==> src/sv/pkvbt_pkg.sv <==
// Shared types, codes and constants of the paged KV cache block table.
`default_nettype none

package pkvbt_pkg;

    // Parameter defaults
    localparam int TABLE_DEPTH_DEF   = 4096;
    localparam int BLOCK_ID_BITS_DEF = 16;

    // Fixed field widths
    localparam int POS_W    = 16;
    localparam int ID_W     = 16;
    localparam int BS_W     = 9;
    localparam int CUR_W    = 17;
    localparam int SLOT_W   = 24;
    localparam int BLKS_W   = 13;
    localparam int CFG_W    = 17;
    localparam int CFG_IDX_W = 1;

    // Divider: one quotient bit per cycle over the cursor width
    localparam int DIV_STEPS = CUR_W;
    localparam int DIV_CNT_W = $clog2(DIV_STEPS);

    // Register reset values
    localparam logic [BS_W-1:0]  TPB_RESET     = 9'd16;
    localparam logic [CUR_W-1:0] MAX_LEN_RESET = 17'd4096;

    // Register indexes
    localparam logic [CFG_IDX_W-1:0] CFG_TOKENS_PER_BLOCK = 1'b0;
    localparam logic [CFG_IDX_W-1:0] CFG_MAX_SEQ_LEN      = 1'b1;

    typedef enum logic [1:0] {
        FUNC_CLEAR  = 2'd0,
        FUNC_ADOPT  = 2'd1,
        FUNC_APPEND = 2'd2,
        FUNC_LOOKUP = 2'd3
    } func_t;

    typedef enum logic [2:0] {
        STAT_OK           = 3'd0,
        STAT_DECODE_FIRST = 3'd1,
        STAT_UNADOPTED    = 3'd2,
        STAT_FULL         = 3'd3,
        STAT_NOT_FRESH    = 3'd4,
        STAT_TABLE_FULL   = 3'd5,
        STAT_BEYOND       = 3'd6
    } status_t;

    typedef struct packed {
        func_t             func;
        logic              decode_tok;
        logic              prefill_start;
        logic [ID_W-1:0]   block_id;
        logic [POS_W-1:0]  position;
    } cmd_item_t;

    typedef struct packed {
        logic [SLOT_W-1:0] slot;
        status_t           status;
        logic [POS_W-1:0]  cursor_now;
        logic [BLKS_W-1:0] blocks_now;
    } res_item_t;

    typedef struct packed {
        logic [CUR_W-1:0] quotient;
        logic [BS_W-1:0]  remainder;
    } div_result_t;

endpackage

`default_nettype wire

==> src/sv/pkvbt_div.sv <==
// Restoring divider: one quotient bit per cycle, position by block size.
`default_nettype none

module pkvbt_div
(
    input  wire logic                          clk,
    input  wire logic                          rst_n,
    input  wire logic                          start,
    input  wire logic [pkvbt_pkg::CUR_W-1:0]   dividend,
    input  wire logic [pkvbt_pkg::BS_W-1:0]    divisor,
    output logic                               busy,
    output logic                               done,
    output pkvbt_pkg::div_result_t             result
);

    logic [pkvbt_pkg::CUR_W-1:0]     work_reg;
    logic [pkvbt_pkg::BS_W-1:0]      rem_reg;
    logic [pkvbt_pkg::BS_W-1:0]      rem_next;
    logic [pkvbt_pkg::BS_W-1:0]      dsr_reg;
    logic [pkvbt_pkg::DIV_CNT_W-1:0] cnt_reg;
    logic                            busy_reg;
    logic                            done_reg;
    logic [pkvbt_pkg::BS_W:0]        trial;
    logic [pkvbt_pkg::BS_W:0]        diff;
    logic                            q_bit;

    // Trial subtract of the shifted partial remainder
    always_comb
    begin
        trial    = {rem_reg, work_reg[pkvbt_pkg::CUR_W-1]};
        diff     = trial - {1'b0, dsr_reg};
        q_bit    = (trial >= {1'b0, dsr_reg});
        rem_next = q_bit ? diff[pkvbt_pkg::BS_W-1:0] : trial[pkvbt_pkg::BS_W-1:0];
    end

    // Control: step counter, busy and done pulse
    always_ff @(posedge clk or negedge rst_n)
    begin
        if (!rst_n)
        begin
            busy_reg <= 1'b0;
            done_reg <= 1'b0;
            cnt_reg  <= '0;
        end
        else
        begin
            done_reg <= 1'b0;
            if (start)
            begin
                busy_reg <= 1'b1;
                cnt_reg  <= '0;
            end
            else if (busy_reg)
            begin
                cnt_reg <= cnt_reg + 1'b1;
                if (cnt_reg == pkvbt_pkg::DIV_CNT_W'(pkvbt_pkg::DIV_STEPS - 1))
                begin
                    busy_reg <= 1'b0;
                    done_reg <= 1'b1;
                end
            end
        end
    end

    // Datapath: shift dividend out, quotient bits in
    always_ff @(posedge clk)
    begin
        if (start)
        begin
            work_reg <= dividend;
            rem_reg  <= '0;
            dsr_reg  <= divisor;
        end
        else if (busy_reg)
        begin
            work_reg <= {work_reg[pkvbt_pkg::CUR_W-2:0], q_bit};
            rem_reg  <= rem_next;
        end
    end

    assign busy             = busy_reg;
    assign done             = done_reg;
    assign result.quotient  = work_reg;
    assign result.remainder = rem_reg;

    a_rem_below_divisor: assert property (@(posedge clk) disable iff (!rst_n)
        done_reg |-> (rem_reg < dsr_reg))
        else $error("divider remainder not below divisor");

    a_no_restart_busy: assert property (@(posedge clk) disable iff (!rst_n)
        start |-> !busy_reg)
        else $error("divider started while busy");

    a_done_not_busy: assert property (@(posedge clk) disable iff (!rst_n)
        done_reg |-> !busy_reg)
        else $error("divider done while still busy");

endmodule

`default_nettype wire

==> config.mk <==
export PLATFORM = sky130hd
export DESIGN_NAME = pkvbt_div
export DESIGN_NICKNAME = d
export VERILOG_FILES = /design/src/sv/pkvbt_pkg.sv /design/src/sv/pkvbt_div.sv
export SDC_FILE = /design/constraint.sdc
export NUM_CORES = 1
export LEC_CHECK = 0
export BUFFER_PORTS_ARGS = -buffer_cell sky130_fd_sc_hd__clkbuf_2
export CORE_UTILIZATION = 40
export DETAILED_ROUTE_END_ITERATION = 10
export MAX_ROUTING_LAYER = met4
export PLACE_DENSITY_LB_ADDON = 0.3
export SLEW_MARGIN = 0
export SYNTH_ARGS = -nofsm -noshare
export SYNTH_HDL_FRONTEND = slang
export SYNTH_SLANG_ARGS = --single-unit
==> constraint.sdc <==
create_clock -name clk -period 5.8 [get_ports clk]
set_input_delay 0.87 -clock clk [delete_from_list [all_inputs] [get_ports clk]]
set_output_delay 0.87 -clock clk [all_outputs]
set_load 0.02 [all_outputs]
==> results.py, run 1 <==
metrics = {
    "status": {
        "status": "finished clean",
    },
    "logic_synthesis": {
        "synth_top_area_cell": "edfxtp_1",
        "ys.warnings.count": 0,
        "avgSynthCellArea_um2": 11.7,
        "synth-main-ff-cell": "edfxtp_1",
        "ys_ff_latch": 42,
        "synth-edff-count": 26,
        "synth_area_um2": 2200,
        "synth.distinct_cells": 40,
        "synth_most_common_cell": "edfxtp_1",
        "ys_top_cells_by_count": "edfxtp_1, nor2_1, mux2_2, inv_1, ha_1",
        "syn_nets": 229,
        "ys_top_cells_by_area": "edfxtp_1, dfxtp_1, mux2_2",
        "async_flop_share_pct": 16.7,
        "yosysTopAreaCellShare_pct": 35.5,
        "syn_inst": 188,
        "yosysSeqAreaShare_pct": 51.7,
    },
    "timing": {
        "period_needed_ps": 2620,
        "final-hold-violation-count": 0,
        "fin_skew_ps": 8.38,
        "max_slew_margin_pct": 41.7,
        "worst_pin_slew_ps": 875,
        "slew_viol_final": 0,
        "final.period_utilization_pct": 45.2,
        "hold_slack_ps": 392,
        "fmaxAchievable_mhz": 381,
        "finalSetupViolCount": 0,
        "tns_ps": 0,
        "grt_setup_unrepaired": "no",
    },
    "floorplan": {
        "die_h_um": 76.1,
        "ios": 57,
        "initial_core_util_pct": 42.2,
        "coreArea_um2": 5200,
        "rows": 26,
        "die_area_um2": 5790,
        "fp.dieW_um": 76.1,
    },
    "job": {
        "maxCapViolations": 0,
    },
    "routing": {
        "firstDrtPassIters": 4,
        "drc": 0,
        "drt_iter0_drc": 94,
        "avgViaCountPerCell": 4.98,
        "antenna_left": 0,
        "routedWlPerCell_um": 13.0,
        "num_vias": 1565,
        "wl_um": 4090,
    },
    "clock_network": {
        "cts_buffer_depth": 2,
        "post_cts_resized": 0,
        "cts.htree.levels": 2,
        "post_cts_buffers": 0,
        "postCtsHoldBufs": 0,
        "cts_tree": "done",
        "cts.clk_slew.worst_paths_ps": 90,
        "clock_insertion_delay_worst_skew_ps": 300,
        "root_buffer": "clkbuf_8",
        "numCtsBuffers": 5,
        "clock_sink_count": 42,
    },
    "pwr": {
        "p_total_mw": 0.990,
        "ir_drop_uv": 196,
        "power_leakage_nw": 1.20,
        "p_comb_share_pct": 39.6,
        "p_int_mw": 0.623,
        "p_clk_share_pct": 19.5,
        "p_sw_mw": 0.367,
        "powerDensity_nw_per_um2": 377,
        "seqPwrFrac_pct": 40.9,
        "power.share.switching_pct": 37.0,
    },
    "layout": {
        "layout-drive-gt1-share_pct": 35.7,
        "largest_reg_flops": 17,
        "n_antenna_cell": 0,
        "final_cells": 314,
        "syn_to_final_growth_pct": 19.4,
        "layout.nets": 284,
    },
    "global_route": {
        "grt_max_degree": 44,
        "antenna_found_initial": 0,
        "overflow": 0,
        "globalRouteTotalUtil_pct": 15.8,
        "grt_pass1_wl_um": 6940,
        "grt_pass1_vias": 1463,
    },
    "min_path": {
        "hold_path_class": "primary input to async pin",
    },
    "critical_path": {
        "start_kind": "flop",
        "critical-path-top-delay-family": "compound AO/OA/AOI/OAI gates",
        "cpPeakStageDelay_ps": 410,
        "worstPathArrival_ps": 2770,
        "crit_buf_inv": 2,
        "end_kind": "flop",
        "critical_path_class": "flop to flop",
        "cp_max_fo": 14,
        "crit_slowest_cell": "edfxtp_1",
        "crit_chain": "inv_1, ha_1, inv_1, fa_1, a211oi_1, o21a_1, o211a_2, mux2i_1, a211oi_1",
        "critPathRequiredTime_ps": 5950,
    },
    "placement": {
        "routabilityCongestion": 0.799,
        "dp_cells": 306,
        "dp_hpwl_um": 2910,
        "io_buffers": 56,
    },
}
==> cells in the final DEF, fill, tap and decap left out, types with 2 or more instances in the layout <==
cell type and instances:
nand2_1 8, o21ai_0 3, dfxtp_1 9, a21o_1 3
nor2_1 19, xor2_1 6, dfrtp_1 7, nand3_1 2
a21oi_1 5, or3_1 2, edfxtp_1 26, or2_2 3
clkbuf_8 5, a211oi_1 7, a311oi_1 3, nand3b_1 3
clkbuf_2 56, o211ai_1 3, ha_1 11, xnor2_1 2
mux2_2 16, inv_1 14, mux2i_1 10, nand4_1 2
==> final timing paths <==
check / slack, ps / to / from / cells past startpoint
max: 3180 / rem_reg[6]$_SDFFE_PP0P_ / work_reg[16]$_DFFE_PP_ / 9
min: 390 / cnt_reg[1]$_DFFE_PN0P_ / rst_n / 1
max reg2reg: 3180 / rem_reg[6]$_SDFFE_PP0P_ / work_reg[16]$_DFFE_PP_ / 9
min reg2reg: 530 / rem_reg[3]$_SDFFE_PP0P_ / rem_reg[3]$_SDFFE_PP0P_ / 2
max in group asynchronous: 5240 / busy$_DFF_PN0_ / rst_n / 1
min in group clk: 530 / rem_reg[3]$_SDFFE_PP0P_ / rem_reg[3]$_SDFFE_PP0P_ / 2
==> metrics by stage <==
stage                     utilization (%)  cell area, um^2  setup slack, ps
final                                50.4             2620             3180
after global routing                 50.4             2620             2980
after floorplan                         -             2200             3330
after detailed placement             48.7             2530             3210
after global placement               48.7             2530             3300
after CTS                            50.4             2620             3170
==> per-layer routing <==
layer  share of wire (%)  global-route usage, %  routed length, um
met5                   0                      -                  0
met4                 1.7                   6.92                 68
met3                 3.7                   3.59                153
met2                  46                   23.0               1880
met1                  49                   21.0               2000
==> logic make-up after synthesis <==
kind of cell	share of synthesized area [%]
compound gates	10.1
buf+inv	4.16
mux	12.8
flops	51.7
simple gates	10.9
xor+xnor	3.19
fa+ha+maj	7.18
==> power by group through the flow <==
stage                     registers, mW  clock network (mW)  logic [mW]
final                             0.405               0.193       0.392
after global routing              0.413               0.208       0.433
after CTS                         0.406               0.199       0.395
after detailed placement          0.412                   0       0.393
after global placement            0.413                   0       0.389
after floorplan                   0.451                   0       0.258
==> area by class of cell <==
cell class              count  area, um^2
fillers                   506        2580
well taps                  70        87.6
flip-flops and latches     42        1140
clock buffers               5        68.8
repair buffers             57         288
multi-input cells         123         970
inverters                  14        52.6
clock inverters             3        21.3
No activity file was read; power rests on OpenSTA's default activity.
==> run 2: changes to the inputs <==
Clock period 5.8 ns to 2.7 ns, I/O delays scaled along.
==> results.py, run 2 (same netlist as run 1, synthesis figures left out) <==
metrics = {
    "routing": {
        "avgViaCountPerCell": 5.03,
        "firstDrtPassIters": 4,
        "antenna_left": 0,
        "drc": 0,
        "drt_iter0_drc": 43,
        "wl_um": 4300,
        "routedWlPerCell_um": 13.6,
        "num_vias": 1593,
    },
    "timing": {
        "max_slew_margin_pct": 70.7,
        "grt_setup_unrepaired": "no",
        "final.period_utilization_pct": 92.6,
        "period_needed_ps": 2500,
        "tns_ps": 0,
        "final-hold-violation-count": 0,
        "worst_pin_slew_ps": 439,
        "slew_viol_final": 0,
        "finalSetupViolCount": 0,
        "fmaxAchievable_mhz": 400,
        "layout_setup_ws_ps": 200,
        "fin_skew_ps": 9.32,
    },
    "critical_path": {
        "critPathRequiredTime_ps": 2910,
        "critical_path_class": "flop to flop",
        "worstPathArrival_ps": 2710,
        "cp_max_fo": 14,
        "start_kind": "flop",
        "end_kind": "flop",
    },
    "layout": {
        "multi_input_area_um2": 970,
        "layout-drive-gt1-share_pct": 35.6,
        "largest_reg_flops": 17,
        "layout.nets": 287,
        "mostFrequentLayoutCells": "clkbuf_2, edfxtp_1, nor2_1, mux2_2, inv_1",
        "n_antenna_cell": 0,
        "syn_to_final_growth_pct": 21.5,
        "register_area_um2": 1140,
        "final_common_cell": "clkbuf_2",
        "nFillCells": 494,
    },
    "status": {
        "status": "finished clean",
    },
    "clock_network": {
        "cts_tree": "done",
        "root_buffer": "clkbuf_8",
        "cts.htree.levels": 2,
        "cts_buffer_depth": 2,
        "cts.clk_slew.worst_paths_ps": 90,
        "post_cts_buffers": 0,
        "post_cts_resized": 0,
        "clock_insertion_delay_worst_skew_ps": 300,
        "postCtsHoldBufs": 1,
        "numCtsBuffers": 5,
        "clock_sink_count": 42,
    },
    "min_path": {
        "hold_path_class": "primary input to flop",
    },
    "floorplan": {
        "die_area_um2": 5790,
        "ios": 57,
        "fp.dieW_um": 76.1,
        "die_h_um": 76.1,
        "initial_core_util_pct": 42.2,
        "rows": 26,
        "coreArea_um2": 5200,
    },
    "pwr": {
        "ir_drop_uv": 442,
        "p_total_mw": 2.23,
        "power_leakage_nw": 1.22,
        "powerDensity_nw_per_um2": 837,
    },
    "job": {
        "maxCapViolations": 0,
    },
    "global_route": {
        "grt_pass1_wl_um": 7250,
        "overflow": 0,
        "antenna_found_initial": 0,
        "grt_pass1_vias": 1531,
        "globalRouteTotalUtil_pct": 16.3,
        "grt_max_degree": 26,
    },
    "placement": {
        "place_worst_setup_slack_ps": 243,
        "routabilityCongestion": 0.817,
        "io_buffers": 56,
        "dp_hpwl_um": 3040,
    },
}
run 2: cell count changes in the layout (fill, tap and decap cells not counted):
cell / previous run / this run
buf_4: 1 / 3
clkbuf_1: 0 / 1
bufinv_16: 0 / 1
clkinv_4: 1 / 0
clkinv_2: 1 / 0
dlygate4sd3_1: 0 / 1
run 2: area by class of cell:
class | count | share of cell area (%)
clock inverter | 2 | 1.41
sequential | 42 | 42.6
timing repair buffer | 60 | 11.7
multi-input combinational | 123 | 36.3
clock buffer | 6 | 2.72
inverter | 14 | 1.97
tap | 70 | 3.28
run 2: power by group:
group | internal [mW] | switching (mW) | total [mW]
logic | 0.379 | 0.480 | 0.859
registers | 0.788 | 0.0834 | 0.871
clock network | 0.276 | 0.228 | 0.504
run 2: path summary, 6_finish.rpt:
kind / from / to / slack, ps / cells past startpoint
max in group asynchronous: rst_n / cnt_reg[1]$_DFFE_PN0P_ / 2070 / 2
min: divisor[0] / dsr_reg[0]$_DFFE_PP_ / 280 / 1
max reg2reg: work_reg[16]$_DFFE_PP_ / rem_reg[8]$_SDFFE_PP0P_ / 200 / 9
max: work_reg[16]$_DFFE_PP_ / rem_reg[8]$_SDFFE_PP0P_ / 200 / 9
min in group asynchronous: rst_n / cnt_reg[4]$_DFFE_PN0P_ / 460 / 2
min reg2reg: rem_reg[2]$_SDFFE_PP0P_ / rem_reg[2]$_SDFFE_PP0P_ / 520 / 2
run 2: per-layer routing:
metal / up-vias / routed length [um] / GRT usage (%)
met5: - / 0 / -
met4: 0 / 31 / 5.96
met3: 2 / 174 / 4.19
met2: 39 / 2020 / 25.5
met1: 758 / 2070 / 20.5
li1: 794 / - / -
run 2: worst max-delay path, stage by stage, from the launching register on:
cell and delay [ps]:
edfxtp_1 410, inv_1 70, ha_1 150, inv_1 50, fa_1 400, a211oi_1 290
o21a_1 240, o211a_2 420, nand2_1 110, a311oi_2 260
run 2: per-stage QoR:
| step | cells | instance area (um^2) | hold WS [ps] | util (%) |
|---|---|---|---|---|
| final | 317 | 2670 | 277 | 51.3 |
| after global routing | 317 | 2670 | 262 | 51.3 |
| after CTS | 317 | 2670 | 269 | 51.3 |
| after detailed placement | 308 | 2550 | 255 | 49.0 |
| after global placement | 308 | 2550 | 252 | 49.0 |
| after floorplan | 188 | 2200 | 109 | - |
==> run 3: changes to the inputs <==
Settings changed: ABC_AREA set to 0, GPL_ROUTABILITY_DRIVEN set to 0, REMOVE_ABC_BUFFERS set to 1.
==> results.py, run 3 (same netlist as run 1, synthesis figures left out) <==
metrics = {
    "status": {
        "status": "finished clean",
    },
    "layout": {
        "syn_to_final_growth_pct": 21.0,
        "final_common_cell": "clkbuf_2",
        "largest_reg_flops": 17,
        "n_antenna_cell": 0,
        "layout-drive-gt1-share_pct": 35.9,
        "layout.nets": 288,
        "nFillCells": 515,
        "mostFrequentLayoutCells": "clkbuf_2, edfxtp_1, nor2_1, mux2_2, inv_1",
    },
    "timing": {
        "finalSetupViolCount": 0,
        "fin_skew_ps": 7.86,
        "slew_viol_final": 0,
        "max_slew_margin_pct": 71.3,
        "grt_setup_unrepaired": "no",
        "final-hold-violation-count": 0,
        "worst_pin_slew_ps": 428,
        "tns_ps": 0,
        "period_needed_ps": 2370,
        "final.period_utilization_pct": 87.7,
        "fmaxAchievable_mhz": 423,
    },
    "floorplan": {
        "coreArea_um2": 5200,
        "fp.dieW_um": 76.1,
        "ios": 57,
        "initial_core_util_pct": 42.2,
        "die_h_um": 76.1,
        "die_area_um2": 5790,
        "rows": 26,
    },
    "global_route": {
        "grt_pass1_vias": 1565,
        "grt_pass1_wl_um": 7260,
        "overflow": 0,
        "antenna_found_initial": 0,
        "globalRouteTotalUtil_pct": 16.1,
        "grt_max_degree": 23,
    },
    "critical_path": {
        "crit_slowest_cell": "edfxtp_1",
        "cpPeakStageDelay_ps": 410,
        "worstPathArrival_ps": 2570,
        "crit_buf_inv": 2,
        "critical-path-top-delay-family": "compound AO/OA/AOI/OAI gates",
        "critical_path_class": "flop to flop",
        "cp_max_fo": 14,
        "end_kind": "flop",
        "start_kind": "flop",
        "crit_top_cell": "inv_1",
        "critPathRequiredTime_ps": 2900,
        "crit_chain": "inv_1, ha_1, inv_1, fa_1, a211oi_1, o21a_1, o211a_4, nand2_1, a311oi_1",
    },
    "pwr": {
        "powerDensity_nw_per_um2": 804,
        "p_sw_mw": 0.784,
        "p_total_mw": 2.14,
        "p_clk_share_pct": 18.6,
        "power_leakage_nw": 1.22,
        "p_comb_share_pct": 40.8,
        "p_int_mw": 1.36,
        "power.share.switching_pct": 36.6,
        "seqPwrFrac_pct": 40.6,
        "ir_drop_uv": 310,
    },
    "routing": {
        "drc": 0,
        "firstDrtPassIters": 4,
        "avgViaCountPerCell": 5.04,
        "drt_iter0_drc": 76,
        "antenna_left": 0,
        "routedWlPerCell_um": 13.3,
        "num_vias": 1602,
        "wl_um": 4230,
    },
    "clock_network": {
        "clock_insertion_delay_worst_skew_ps": 290,
        "cts_tree": "done",
        "cts.htree.levels": 2,
        "clock_sink_count": 42,
        "root_buffer": "clkbuf_8",
        "cts_buffer_depth": 2,
        "numCtsBuffers": 5,
        "cts.clk_slew.worst_paths_ps": 90,
        "post_cts_buffers": 0,
    },
    "job": {
        "maxCapViolations": 0,
    },
    "placement": {
        "dp_hpwl_um": 3080,
        "io_buffers": 56,
    },
    "min_path": {
        "hold_path_class": "primary input to flop",
    },
}
==> run 3: cell count changes in the layout (fill, tap and decap cells not counted) <==
cell       before  now
buf_4           3    4
bufinv_16       1    0
clkbuf_1        1    0
clkinv_1        0    1
clkinv_2        0    1
o211a_2         1    0
o211a_4         0    1
==> run 3: worst paths after layout <==
check / startpoint / endpoint / slack, ps / cells after the start
min: divisor[0] / dsr_reg[0]$_DFFE_PP_ / 280 / 1
min in group asynchronous: rst_n / done$_DFF_PN0_ / 480 / 2
min reg2reg: rem_reg[2]$_SDFFE_PP0P_ / rem_reg[2]$_SDFFE_PP0P_ / 510 / 2
max: work_reg[16]$_DFFE_PP_ / rem_reg[5]$_SDFFE_PP0P_ / 330 / 9
max reg2reg: work_reg[16]$_DFFE_PP_ / rem_reg[5]$_SDFFE_PP0P_ / 330 / 9
max in group asynchronous: rst_n / cnt_reg[4]$_DFFE_PN0P_ / 2050 / 2
==> run 3: power groups by stage <==
stage	Sequential [mW]	Combinational [mW]	Clock [mW]
after CTS	0.873	0.868	0.415
after floorplan	0.969	0.531	0
final	0.869	0.872	0.398
after global routing	0.888	0.965	0.438
after detailed placement	0.885	0.861	0
after global placement	0.884	0.849	0
==> run 3: layout make-up <==
| type | count | area, um^2 | share of cell area, % |
|---|---|---|---|
| sequential | 42 | 1140 | 42.7 |
| multi-input combinational | 123 | 977 | 36.8 |
| timing repair buffer | 61 | 320 | 12.0 |
| tap | 70 | 87.6 | 3.29 |
| clock buffer | 5 | 68.8 | 2.59 |
| inverter | 14 | 52.6 | 1.98 |
| clock inverter | 3 | 16.3 | 0.612 |
==> run 3: timing repair <==
action	4_1_cts	5_1_grt
hold buffers	1	0
hold endpoints to repair	7	0
setup endpoints to repair	0	6
resized for setup	0	1
==> run 3: per-layer routing <==
| layer | wire, um | vias up | global-route usage, % |
|---|---|---|---|
| li1 | - | 801 | - |
| met1 | 2050 | 751 | 20.8 |
| met2 | 1910 | 46 | 25.1 |
| met3 | 233 | 4 | 4.19 |
| met4 | 32 | 0 | 4.04 |
| met5 | 0 | - | - |
==> run 3: stage by stage <==
stage	cell area, um^2	setup WS, ps	instances	util, %	hold slack, ps
2_1_floorplan	2160	231	179	-	109
3_3_place_gp	2560	301	309	49.1	251
3_5_place_dp	2560	225	309	49.1	257
4_1_cts	2650	177	318	50.9	272
5_1_grt	2660	100	318	51.1	263
6_report	2660	333	318	51.1	281
